### src/hw/rtl/sitad_pkg.sv
package sitad_pkg;

  // Sequencer states
  typedef enum logic [2:0] {
    ST_IDLE,
    ST_CONV,
    ST_SKIP,
    ST_SIGN,
    ST_DIGIT
  } state_t;

  // Controls from the sequencer to the digit shifter
  typedef struct packed {
    logic load;       // take a new magnitude, clear digits
    logic dabble;     // one binary bit into the digit register
    logic nib_shift;  // drop the top digit
  } conv_ctrl_t;

  // Controls from the sequencer to the output stage
  typedef struct packed {
    logic push;       // write a character into the output register
    logic sel_sign;   // character is the minus sign
    logic last;       // final character of the text
  } emit_ctrl_t;

  localparam logic [7:0] CHAR_MINUS = 8'h2d;
  localparam logic [7:0] CHAR_ZERO  = 8'h30;
  localparam logic [7:0] CHAR_ALPHA = 8'h57;  // 'a' - 10
  localparam logic [3:0] DEC_LIMIT  = 4'd10;

  function automatic logic [7:0] digit_char(input logic [3:0] d);
    logic [7:0] r;
    if (d < DEC_LIMIT) begin
      r = CHAR_ZERO + {4'h0, d};
    end else begin
      r = CHAR_ALPHA + {4'h0, d};
    end
    return r;
  endfunction

endpackage

### src/hw/rtl/sitad_conv.sv
module sitad_conv #(
  parameter int VALUE_BITS = 32,
  parameter int DIGITS     = 10
) (
  input  logic                   clk,
  input  sitad_pkg::conv_ctrl_t  ctrl,
  input  logic [VALUE_BITS-1:0]  mag_in,
  input  logic                   hex,
  output logic [3:0]             top_digit
);
  import sitad_pkg::*;

  localparam int DIG_BITS = DIGITS * 4;

  logic [VALUE_BITS-1:0] mag;
  logic [DIG_BITS-1:0]   digits;
  logic [DIG_BITS-1:0]   adj;
  logic                  hex_q;

  // shift-add-3 correction, skipped in hex mode (plain binary shift)
  always_comb begin
    for (int i = 0; i < DIGITS; i++) begin
      if (!hex_q && digits[4*i +: 4] >= 4'd5) begin
        adj[4*i +: 4] = digits[4*i +: 4] + 4'd3;
      end else begin
        adj[4*i +: 4] = digits[4*i +: 4];
      end
    end
  end

  always_ff @(posedge clk) begin
    if (ctrl.load) begin
      mag    <= mag_in;
      digits <= '0;
      hex_q  <= hex;
    end else if (ctrl.dabble) begin
      mag    <= {mag[VALUE_BITS-2:0], 1'b0};
      digits <= {adj[DIG_BITS-2:0], mag[VALUE_BITS-1]};
    end else if (ctrl.nib_shift) begin
      digits <= {digits[DIG_BITS-5:0], 4'h0};
    end
  end

  assign top_digit = digits[DIG_BITS-1 -: 4];

endmodule

### src/hw/rtl/sitad_emit.sv
module sitad_emit (
  input  logic                   clk,
  input  logic                   rst,
  input  sitad_pkg::emit_ctrl_t  ctrl,
  input  logic [3:0]             digit,
  output logic                   free,
  output logic                   m_tvalid,
  input  logic                   m_tready,
  output logic [7:0]             m_tdata,
  output logic                   m_tlast
);
  import sitad_pkg::*;

  assign free = !m_tvalid || m_tready;

  always_ff @(posedge clk) begin
    if (rst) begin
      m_tvalid <= 1'b0;
    end else if (ctrl.push) begin
      m_tvalid <= 1'b1;
    end else if (m_tready) begin
      m_tvalid <= 1'b0;
    end
  end

  always_ff @(posedge clk) begin
    if (ctrl.push) begin
      m_tdata <= ctrl.sel_sign ? CHAR_MINUS : digit_char(digit);
      m_tlast <= ctrl.last;
    end
  end

endmodule

### src/hw/rtl/signed_int_to_ascii_digits.sv
// Signed integer to ASCII text, decimal or lowercase hex.
//
// Input stream (s_*): one transfer carries a two's complement value and a
// radix bit. Output stream (m_*): one transfer per character, most
// significant first; a negative value starts with '-' and then the digits
// of its magnitude (hex too). Zero gives "0". tlast marks the final char.
//
// Per value: a load, bit-serial conversion of all VALUE_BITS bits
// (shift-add-3 for decimal, plain binary shift for hex), then one pass
// over all DIGITS nibbles: one leading zero dropped per cycle, a step to
// leave the skip, the '-' for a negative value, then one character per
// cycle while the receiver keeps up. One value is in work at a time;
// s_tready is high only while idle. The output register lets the next
// value be taken while the last character still waits. A stalled
// receiver halts emission; nothing is dropped. Reset (rst, synchronous)
// returns to idle and empties the output register.
module signed_int_to_ascii_digits #(
  parameter int VALUE_BITS = 32
) (
  input  logic                            clk,
  input  logic                            rst,
  input  logic                            s_tvalid,
  output logic                            s_tready,
  // fields from bit 0: value[VALUE_BITS-1:0], mode, zero fill
  input  logic [((VALUE_BITS+8)/8)*8-1:0] s_tdata,
  output logic                            m_tvalid,
  input  logic                            m_tready,
  // fields from bit 0: out_char[7:0]
  output logic [7:0]                      m_tdata,
  output logic                            m_tlast
);
  import sitad_pkg::*;

  // digit register holds enough nibbles for either radix
  localparam int NDEC   = (VALUE_BITS * 1233) / 4096 + 1;
  localparam int NHEX   = (VALUE_BITS + 3) / 4;
  localparam int DIGITS = (NDEC > NHEX) ? NDEC : NHEX;
  localparam int BW     = $clog2(VALUE_BITS);
  localparam int RW     = $clog2(DIGITS + 1);
  localparam logic [BW-1:0] BIT_LAST = BW'(VALUE_BITS - 1);
  localparam logic [RW-1:0] REM_FULL = RW'(DIGITS);
  localparam logic [RW-1:0] REM_ONE  = RW'(1);

  state_t state, state_next;
  logic [BW-1:0] bit_cnt;
  logic [RW-1:0] rem;
  logic          neg_q;

  logic [VALUE_BITS-1:0] value;
  logic                  mode;
  logic                  neg;
  logic [VALUE_BITS-1:0] mag;
  logic [3:0]            top_digit;
  logic                  free;
  logic                  lead_zero;
  conv_ctrl_t            conv_ctrl;
  emit_ctrl_t            emit_ctrl;

  assign value = s_tdata[VALUE_BITS-1:0];
  assign mode  = s_tdata[VALUE_BITS];
  assign neg   = value[VALUE_BITS-1];
  // unsigned magnitude, so the most negative value converts as well
  assign mag   = neg ? (~value + VALUE_BITS'(1)) : value;

  // a leading zero is dropped unless it is the only digit left
  assign lead_zero = (top_digit == 4'h0) && (rem > REM_ONE);

  // next state
  always_comb begin
    state_next = state;
    case (state)
      ST_IDLE:  if (s_tvalid) state_next = ST_CONV;
      ST_CONV:  if (bit_cnt == BIT_LAST) state_next = ST_SKIP;
      ST_SKIP:  if (!lead_zero) state_next = neg_q ? ST_SIGN : ST_DIGIT;
      ST_SIGN:  if (free) state_next = ST_DIGIT;
      ST_DIGIT: if (free && rem == REM_ONE) state_next = ST_IDLE;
      default:  state_next = ST_IDLE;
    endcase
  end

  // outputs
  always_comb begin
    s_tready            = 1'b0;
    conv_ctrl           = '0;
    emit_ctrl           = '0;
    case (state)
      ST_IDLE: begin
        s_tready       = 1'b1;
        conv_ctrl.load = s_tvalid;
      end
      ST_CONV: begin
        conv_ctrl.dabble = 1'b1;
      end
      ST_SKIP: begin
        conv_ctrl.nib_shift = lead_zero;
      end
      ST_SIGN: begin
        emit_ctrl.push     = free;
        emit_ctrl.sel_sign = 1'b1;
      end
      ST_DIGIT: begin
        emit_ctrl.push      = free;
        emit_ctrl.last      = (rem == REM_ONE);
        conv_ctrl.nib_shift = free;
      end
      default: begin
        s_tready = 1'b0;
      end
    endcase
  end

  always_ff @(posedge clk) begin
    if (rst) begin
      state <= ST_IDLE;
    end else begin
      state <= state_next;
    end
  end

  // step and digit counters
  always_ff @(posedge clk) begin
    if (conv_ctrl.load) begin
      bit_cnt <= '0;
      rem     <= REM_FULL;
      neg_q   <= neg;
    end else begin
      if (conv_ctrl.dabble) begin
        bit_cnt <= bit_cnt + BW'(1);
      end
      if (conv_ctrl.nib_shift) begin
        rem <= rem - REM_ONE;
      end
    end
  end

  sitad_conv #(
    .VALUE_BITS (VALUE_BITS),
    .DIGITS     (DIGITS)
  ) u_conv (
    .clk       (clk),
    .ctrl      (conv_ctrl),
    .mag_in    (mag),
    .hex       (mode),
    .top_digit (top_digit)
  );

  sitad_emit u_emit (
    .clk      (clk),
    .rst      (rst),
    .ctrl     (emit_ctrl),
    .digit    (top_digit),
    .free     (free),
    .m_tvalid (m_tvalid),
    .m_tready (m_tready),
    .m_tdata  (m_tdata),
    .m_tlast  (m_tlast)
  );

endmodule

### config.mk
export PLATFORM = sky130hd
export DESIGN_NAME = signed_int_to_ascii_digits
export DESIGN_NICKNAME = d
export VERILOG_FILES = /design/src/hw/rtl/sitad_pkg.sv /design/src/hw/rtl/sitad_conv.sv /design/src/hw/rtl/sitad_emit.sv /design/src/hw/rtl/signed_int_to_ascii_digits.sv
export SDC_FILE = /design/constraint.sdc
export NUM_CORES = 1
export LEC_CHECK = 0
export BUFFER_PORTS_ARGS = -buffer_cell sky130_fd_sc_hd__buf_2
export CORE_ASPECT_RATIO = 0.8
export CORE_MARGIN = 3
export CORE_UTILIZATION = 60
export CTS_CLUSTER_SIZE = 24
export DETAILED_ROUTE_END_ITERATION = 6
export MAX_ROUTING_LAYER = met4
export PLACE_DENSITY_LB_ADDON = 0.25
export SLEW_MARGIN = 40
export SYNTH_ARGS = -nofsm -noshare
export SYNTH_HDL_FRONTEND = slang
export SYNTH_HIERARCHICAL = 1
export SYNTH_SLANG_ARGS = --single-unit
export TNS_END_PERCENT = 50
### constraint.sdc
create_clock -name clk -period 4.3 [get_ports clk]
set_input_delay 0 -clock clk [delete_from_list [all_inputs] [get_ports clk]]
set_output_delay 0 -clock clk [all_outputs]
set_load 0.05 [all_outputs]
Word-level counts from Yosys, hierarchy flattened
Cells that the tools add are included.
- input bits: 44
- word-level logic and storage cells: 102
- bits in registers: 96
- $add $sub $neg: 15
- bitwise gates (word level): 1
- reductions and logical operators: 22
- equal/unequal tests: 11
- $lt $le $gt $ge: 12
- multiplexer cells: 31
- operators by type and width (kind ; number):
    2-to-1 mux 32 bit ; 3
    2-to-1 mux 40 bit ; 2
    >= comparator 4 x 3 -> 1 bit (second input constant) ; 10
    adder 4 x 2 -> 4 bit (second input constant) ; 9
    2-to-1 mux 4 bit ; 9
    adder 32 x 1 -> 32 bit (second input constant) ; 1
    inverter 32 bit ; 1
    2-to-1 mux 3 bit ; 7
    case mux 3 bit (5 select lines) ; 1
    logical AND 1 bit ; 12
    != test 2 bit (second input constant) ; 5
    adder 7 x 4 -> 8 bit (first input constant) ; 1
    2-to-1 mux 8 bit ; 1
    adder 6 x 4 -> 7 bit (first input constant) ; 1
    2-to-1 mux 1 bit ; 7
    == test 3 x 2 -> 1 bit (second input constant) ; 2
    nonzero test 2 bit ; 3
    adder 5 x 1 -> 5 bit (second input constant) ; 1
    == test 5 bit (second input constant) ; 1
    AND reduction 5 bit ; 1
    == test 4 x 1 -> 1 bit (second input constant) ; 1
    > comparator 4 x 1 -> 1 bit (second input constant) ; 1
    logical NOT 4 bit ; 1
    < comparator 4 bit (second input constant) ; 1
    9 further kinds ; 10

Longest topological paths before layout
Gate-level depths: netlist of the first run.
- depth in word-level cells: 5
- gate-level depth with buffers: 10

Hierarchy
Netlist of the first run, hierarchy kept.
- by module, submodules not included (module ; area each (um2) ; cells each ; times used ; sequential area each (um2)):
    sitad_conv ; 4197.8 ; 412 ; 1 ; 1791.7
    signed_int_to_ascii_digits ; 1356.3 ; 172 ; 1 ; 270.3
    sitad_emit ; 387.9 ; 31 ; 1 ; 260.2

Least setup slack after synthesis of the first run
Ideal clock, no wire load.
- path type: flip-flop to flip-flop
- from: reg state[1]
- to: reg u_conv.digits[10]
- setup time: 0.183 ns
- arrival time: 3.812 ns
- stages on the path, launching flop included: 9
- data required time: 4.117 ns
- slack: 0.305 ns
- period minus slack after synthesis: 3.995 ns
- buffers on the path: 4
- path through: dfxtp_1 > clkbuf_1 > nor3_1 > and2_1 > clkbuf_1 > buf_2 > or2_2 > clkbuf_1 > o221ai_1
- RTL lines (what ; RTL line ; source):
    start, declared ; signed_int_to_ascii_digits.sv:44 ; state_t state, state_next;
    start signal, assigned ; signed_int_to_ascii_digits.sv:116 ; state <= state_next;
    end signal, assigned ; sitad_conv.sv:38 ; digits <= {adj[DIG_BITS-2:0], mag[VALUE_BITS-1]};
    end signal, assigned ; sitad_conv.sv:40 ; digits <= {digits[DIG_BITS-5:0], 4'h0};
    end, declared ; sitad_conv.sv:16 ; logic [DIG_BITS-1:0] digits;

==> results.py, run 1 <==
metrics = {
    "sta": {
        "finalHoldViolations": 0,
        "min_period_over_period": 0.595,
        "fin_skew_ps": 6.65,
        "rsz0062_at_grt": "no",
        "slew-limit-headroom": 0.467,
        "slew_violations": 0,
        "finalSetupTns_ps": 0,
        "fin_crit_ps": 2560,
        "setup_viol": 0,
        "fmax_ghz": 0.391,
        "worst_pin_slew_ps": 799,
    },
    "placed_design": {
        "portBuffers": 46,
        "dp_hpwl_microns": 8060,
        "gp_congestion": 0.804,
    },
    "routing": {
        "vias": 4627,
        "via_per_inst": 5.96,
        "drc": 0,
        "wl_per_cell_microns": 15.8,
        "drt-initial-drc-count": 379,
        "totalWireLength_microns": 12200,
        "first_pass_iters": 5,
        "ant_nets": 0,
    },
    "worst_setup_path": {
        "critPathKind": "flip-flop to flip-flop",
        "cp_max_fo": 70,
        "r2r_slack_ps": 1740,
        "worstSetupEndpointType": "flip-flop",
        "crit_required_ps": 4520,
        "crit_path_start_kind": "flip-flop",
        "worstPathArrival_ps": 2780,
    },
    "cells_and_area": {
        "diodes": 0,
        "multi_input_area_sq_um": 3300,
        "layout.area.seq_sq_um": 2320,
        "fillCellCount": 705,
        "final_util": 0.702,
        "area_growth_pct": 10.5,
        "nets": 709,
        "drive_above_1_share": 0.196,
    },
    "clock_network": {
        "cts_sinks": 95,
        "h-tree-depth": 3,
        "clock-root-buffer": "clkbuf_16",
        "clk_pin_slew_ps": 70,
        "cts_buffers": 9,
        "cts.path.max_buffers": 2,
        "cts_tree": "built",
        "clk_latency_ps": 340,
        "cts_setup_buffers": 0,
    },
    "power": {
        "power_mw": 4.03,
        "swShare": 0.369,
        "total_leakage_power_nw": 2.33,
        "power_density_nw_per_um2": 614,
        "switchingPower_mw": 1.49,
        "ir_drop_v": 0.000304,
        "p_int_mw": 2.55,
        "p_seq_frac": 0.394,
        "power_frac_comb": 0.393,
        "pwr-share-clk": 0.213,
    },
    "synthesis": {
        "syn_area_per_cell_sq_um": 9.66,
        "synth.largest_area_cell": "edfxtp_1",
        "yosys.area.top_type_share": 0.212,
        "postSynthNetCount": 685,
        "synth_seq_cells": 95,
        "netlist_area_sq_um": 5940,
        "ys_async_sr_fraction": 0,
        "synthTopCellsByArea": "edfxtp_1 21%, dfxtp_1 18%, mux2_2 7.6%, xnor2_1 6.0%, a211oi_1 5.8%",
        "yosysWarningCount": 6,
        "ys_seq_area_frac": 0.391,
        "yosysUniqueCellTypes": 61,
        "syn_inst": 615,
        "synth_edf_count": 42,
        "synth-main-ff-cell": "dfxtp_1",
    },
    "global_route": {
        "grt_overflow": 0,
        "grt_pass1_vias": 4441,
        "grt_max_degree": 81,
        "antenna_found_initial": 0,
        "grt_pass1_wl_microns": 20700,
        "grt_usage": 0.238,
    },
    "die": {
        "rows": 31,
        "core_sq_um": 9350,
        "fp.dieArea_sq_um": 11100,
        "die_w_microns": 117,
        "initial_core_util": 0.636,
        "pin_count": 55,
        "die_h_microns": 95.0,
    },
    "run_status": {
        "outcome": "finished, final reports clean",
    },
    "min_path": {
        "worst_hold_path_type": "input port to flip-flop",
    },
    "flow_run": {
        "maxCapViolations": 0,
    },
}
## kinds of logic after synthesis
group                      Yosys count  synth area share
adders and majority gates           26            0.0547
xor gates and xnor gates            43            0.0634
muxes                               56             0.103
and+or+nand+nor                    166             0.149
buffers and inverters               81            0.0573
other                                2           0.00126
DFF                                 95             0.391
AOI/OAI and AO/OA                  146             0.181
## final timing paths
kind / start / end / depth (start not counted)
hold / removal: m_tready / u_emit/m_tvalid$_SDFFE_PP0P_ / 3
hold reg to reg: u_conv/mag[31]$_DFFE_PP_ / u_conv/digits[0]$_SDFFE_PP0P_ / 2
setup / recovery: state[1]$_SDFFE_PP0P_ / u_conv/digits[1]$_SDFFE_PP0P_ / 6
setup reg to reg: state[1]$_SDFFE_PP0P_ / u_conv/digits[1]$_SDFFE_PP0P_ / 6
## final cells by class
cell class,instances,area share
Clock buffer,10,0.0364
Inverter,41,0.0234
Clock inverter,6,0.0126
Sequential cell,95,0.354
Tap cell,132,0.0252
Timing Repair Buffer,53,0.0461
Multi-Input combinational cell,439,0.503
## repair_timing
item	CTS	global route
hold buffers	3	0
endpoints found under the hold margin	5	0
gates resized for setup	0	0
## power by group through the flow
stage,logic [mW],registers (mW),clock network (mW)
floorplan,1.30,1.52,0
global placement,1.49,1.59,0
detailed placement,1.57,1.60,0
CTS,1.59,1.59,0.876
global route,1.80,1.64,0.912
finish,1.58,1.59,0.859
## synthesized netlist by cell type (8+ instances only)
master	n
nor2_1	57
dfxtp_1	53
a211oi_1	46
edfxtp_1	42
xnor2_1	41
inv_1	40
mux2_2	40
o21ai_0	28
nand2_1	27
ha_1	26
clkbuf_1	19
mux2i_1	16
nand2b_1	15
or4_1	13
a21oi_1	12
a311oi_1	11
nand3_1	9
o221ai_1	9
a22o_1	8
buf_2	8
## critical path, cell delays in order (launching register included)
cell and delay (ps):
dfxtp_1 500, nor2b_1 350, o211ai_1 200, a21oi_4 150
buf_4 590, nor2_1 200, a311o_1 410
## placed cells by master, fill, tap and decap left out, types with 11 or more instances in the layout
cell and instances:
mux2_2 40, a311oi_1 11, edfxtp_1 42, mux2i_1 16, a211oi_1 46, nand2_1 27, ha_1 26, a21oi_1 11
inv_1 40, xnor2_1 41, or4_1 13, buf_2 46, dfxtp_1 53, o21ai_0 28, nor2_1 57, nand2b_1 15
## sequential cells by signal, summed over array words and instances (netlist names)
register,count
u_conv/mag,32
u_emit/m_tvalid,1
neg_q,1
u_conv/hex_q,1
u_emit/m_tdata,7
bit_cnt,5
u_emit/m_tlast,1
state,3
u_conv/digits,40
rem,4
## per-stage QoR
| step | cells | setup slack (ps) | hold slack (ps) | cell area (sq um) |
|---|---|---|---|---|
| finish | 776 | 1740 | 84.6 | 6570 |
| global placement | 757 | 1750 | 186 | 6210 |
| CTS | 776 | 1760 | 72.5 | 6570 |
| detailed placement | 757 | 1770 | 191 | 6210 |
| global route | 776 | 1490 | 105 | 6570 |
| floorplan | 615 | 305 | 69.1 | 5940 |
## per-layer routing
| metal | vias to the layer above | global-route usage | share of wire |
|---|---|---|---|
| li1 | 2300 | - | - |
| met1 | 2211 | 0.304 | 0.46 |
| met2 | 101 | 0.378 | 0.49 |
| met3 | 15 | 0.0628 | 0.041 |
| met4 | 0 | 0.0602 | 0.012 |
| met5 | - | - | 0 |
(Power assumes the default switching activity.)
==> inputs of run 2 (changes only) <==
CORE_UTILIZATION = 54   (was 60)
clock period = 2.2 ns   (was 4.3 ns; I/O delays follow)
==> results.py, run 2 (same netlist as run 1, synthesis figures left out) <==
metrics = {
    "run_status": {
        "outcome": "finished, final reports clean",
    },
    "min_path": {
        "worst_hold_path_type": "input port to flip-flop",
    },
    "sta": {
        "finalHoldViolations": 0,
        "slew-limit-headroom": 0.611,
        "rsz0062_at_grt": "no",
        "min_period_over_period": 0.967,
        "fmax_ghz": 0.470,
        "fin_crit_ps": 2130,
        "slew_violations": 0,
        "worst_pin_slew_ps": 583,
        "worst_slack_ps": 73.1,
        "fin_skew_ps": 6.64,
        "hold_slack_ps": 81.6,
        "setup_viol": 0,
    },
    "clock_network": {
        "h-tree-depth": 3,
        "clock-root-buffer": "clkbuf_16",
        "cts_buffers": 9,
        "cts_sinks": 95,
        "cts_tree": "built",
        "cts.path.max_buffers": 2,
        "cts_setup_buffers": 0,
        "clk_pin_slew_ps": 60,
        "clk_latency_ps": 340,
    },
    "routing": {
        "first_pass_iters": 4,
        "drt-initial-drc-count": 298,
        "wl_per_cell_microns": 15.6,
        "via_per_inst": 5.78,
        "vias": 4767,
        "ant_nets": 0,
        "totalWireLength_microns": 12900,
        "drc": 0,
    },
    "worst_setup_path": {
        "path_buf_inv": 1,
        "critPathKind": "input port to flip-flop",
        "crit_required_ps": 2290,
        "crit_chain": "buf_2 -> or4_1 -> or3_1 -> or4_4 -> o31ai_4 -> xnor2_1 -> mux2_2",
        "worstSetupEndpointType": "flip-flop",
        "r2r_slack_ps": 140,
        "crit_family": "simple AND/OR/NAND/NOR gates",
        "crit_path_start_kind": "input port",
        "slowest_stage": "or4_4",
        "cp_slowest_stage_delay_ps": 550,
        "cp_max_fo": 4,
        "worstPathArrival_ps": 2220,
    },
    "cells_and_area": {
        "final_cell_mix": "56 x nor2_1, 52 x dfxtp_1, 46 x buf_2",
        "final_common_cell": "nor2_1",
        "largest_register_ffs": 40,
        "final_area_sq_um": 6920,
        "largestRegisters": "u_conv/digits: 40 flops, u_conv/mag: 32 flops, u_emit/m_tdata: 7 flops",
        "final_util": 0.660,
        "area_growth_pct": 16.4,
        "regMostFlops": "u_conv/digits",
        "instances_no_fill": 825,
        "fillCellCount": 821,
        "drive_above_1_share": 0.247,
        "nets": 749,
    },
    "die": {
        "rows": 33,
        "fp.dieArea_sq_um": 12300,
        "pin_count": 55,
        "initial_core_util": 0.567,
        "core_sq_um": 10500,
        "die_h_microns": 99.8,
        "die_w_microns": 123,
    },
    "power": {
        "p_seq_frac": 0.387,
        "swShare": 0.375,
        "total_leakage_power_nw": 2.52,
        "switchingPower_mw": 2.96,
        "pwr-share-clk": 0.182,
        "power_density_nw_per_um2": 1140,
        "ir_drop_v": 0.000458,
        "p_int_mw": 4.93,
        "power_frac_comb": 0.431,
    },
    "placed_design": {
        "dp_slack_ps": -258,
        "dp_hpwl_microns": 8910,
        "portBuffers": 46,
        "post-place-cells": 806,
        "gp_congestion": 0.858,
        "placed_area_sq_um": 6610,
    },
    "flow_run": {
        "maxCapViolations": 0,
    },
    "global_route": {
        "antenna_found_initial": 1,
        "grt_overflow": 0,
        "grt_max_degree": 81,
        "grt_pass1_vias": 4699,
        "grt_usage": 0.227,
        "grt_pass1_wl_microns": 22100,
    },
}
## run 2: final cells by class
cell class                 instances  area, sq um  share of cell area
clock inverter                     3         18.8             0.00271
timing repair buffer              93          663              0.0959
inverter                          41          154              0.0222
multi-input combinational        439         3330               0.481
clock buffer                      13          250              0.0362
sequential                        95         2320               0.336
antenna                            1         2.50            0.000362
tap                              140          175              0.0253
## run 2: worst paths after layout
kind,start,to,depth (start not counted)
max,s_tdata[14],u_conv/mag[28]$_DFFE_PP_,7
min,m_tready,u_emit/m_tvalid$_SDFFE_PP0P_,3
max reg2reg,rem[0]$_SDFFE_PP0P_,u_conv/digits[25]$_SDFFE_PP0P_,10
min reg2reg,rem[3]$_SDFFE_PP1P_,rem[3]$_SDFFE_PP1P_,1
## run 2: worst min-delay path, cell delays in order
cell and delay (ps):
buf_2 70, nand2b_1 210, a21oi_1 100
## run 2: power groups by stage
stage / clock network [mW] / logic (mW) / registers (mW)
4_1_cts: 1.47 / 3.39 / 3.05
5_1_grt: 1.55 / 3.80 / 3.14
3_5_place_dp: 0 / 3.35 / 3.08
2_1_floorplan: 0 / 2.59 / 2.96
6_report: 1.43 / 3.40 / 3.06
3_3_place_gp: 0 / 3.20 / 3.06
## run 2: per-stage QoR
stage / setup TNS (ps) / power (mW)
6_report: 0 / 7.89
5_1_grt: 0 / 8.50
4_1_cts: 0 / 7.91
3_5_place_dp: -1160 / 6.43
3_3_place_gp: -880 / 6.26
2_1_floorplan: -69.7 / 5.56
## run 2: timing repair
action | CTS | global route
endpoints found under the hold margin | 4 | 0
hold buffers | 2 | 0
resized for setup | 0 | 4
setup endpoints to repair | 0 | 10
## run 2: metal layers
| layer | GRT usage | up-vias | routed length [microns] |
|---|---|---|---|
| met5 | - | - | 0 |
| met4 | 0.0664 | 0 | 242 |
| met3 | 0.0468 | 24 | 548 |
| met2 | 0.359 | 94 | 6030 |
| met1 | 0.296 | 2266 | 6080 |
| li1 | - | 2383 | - |
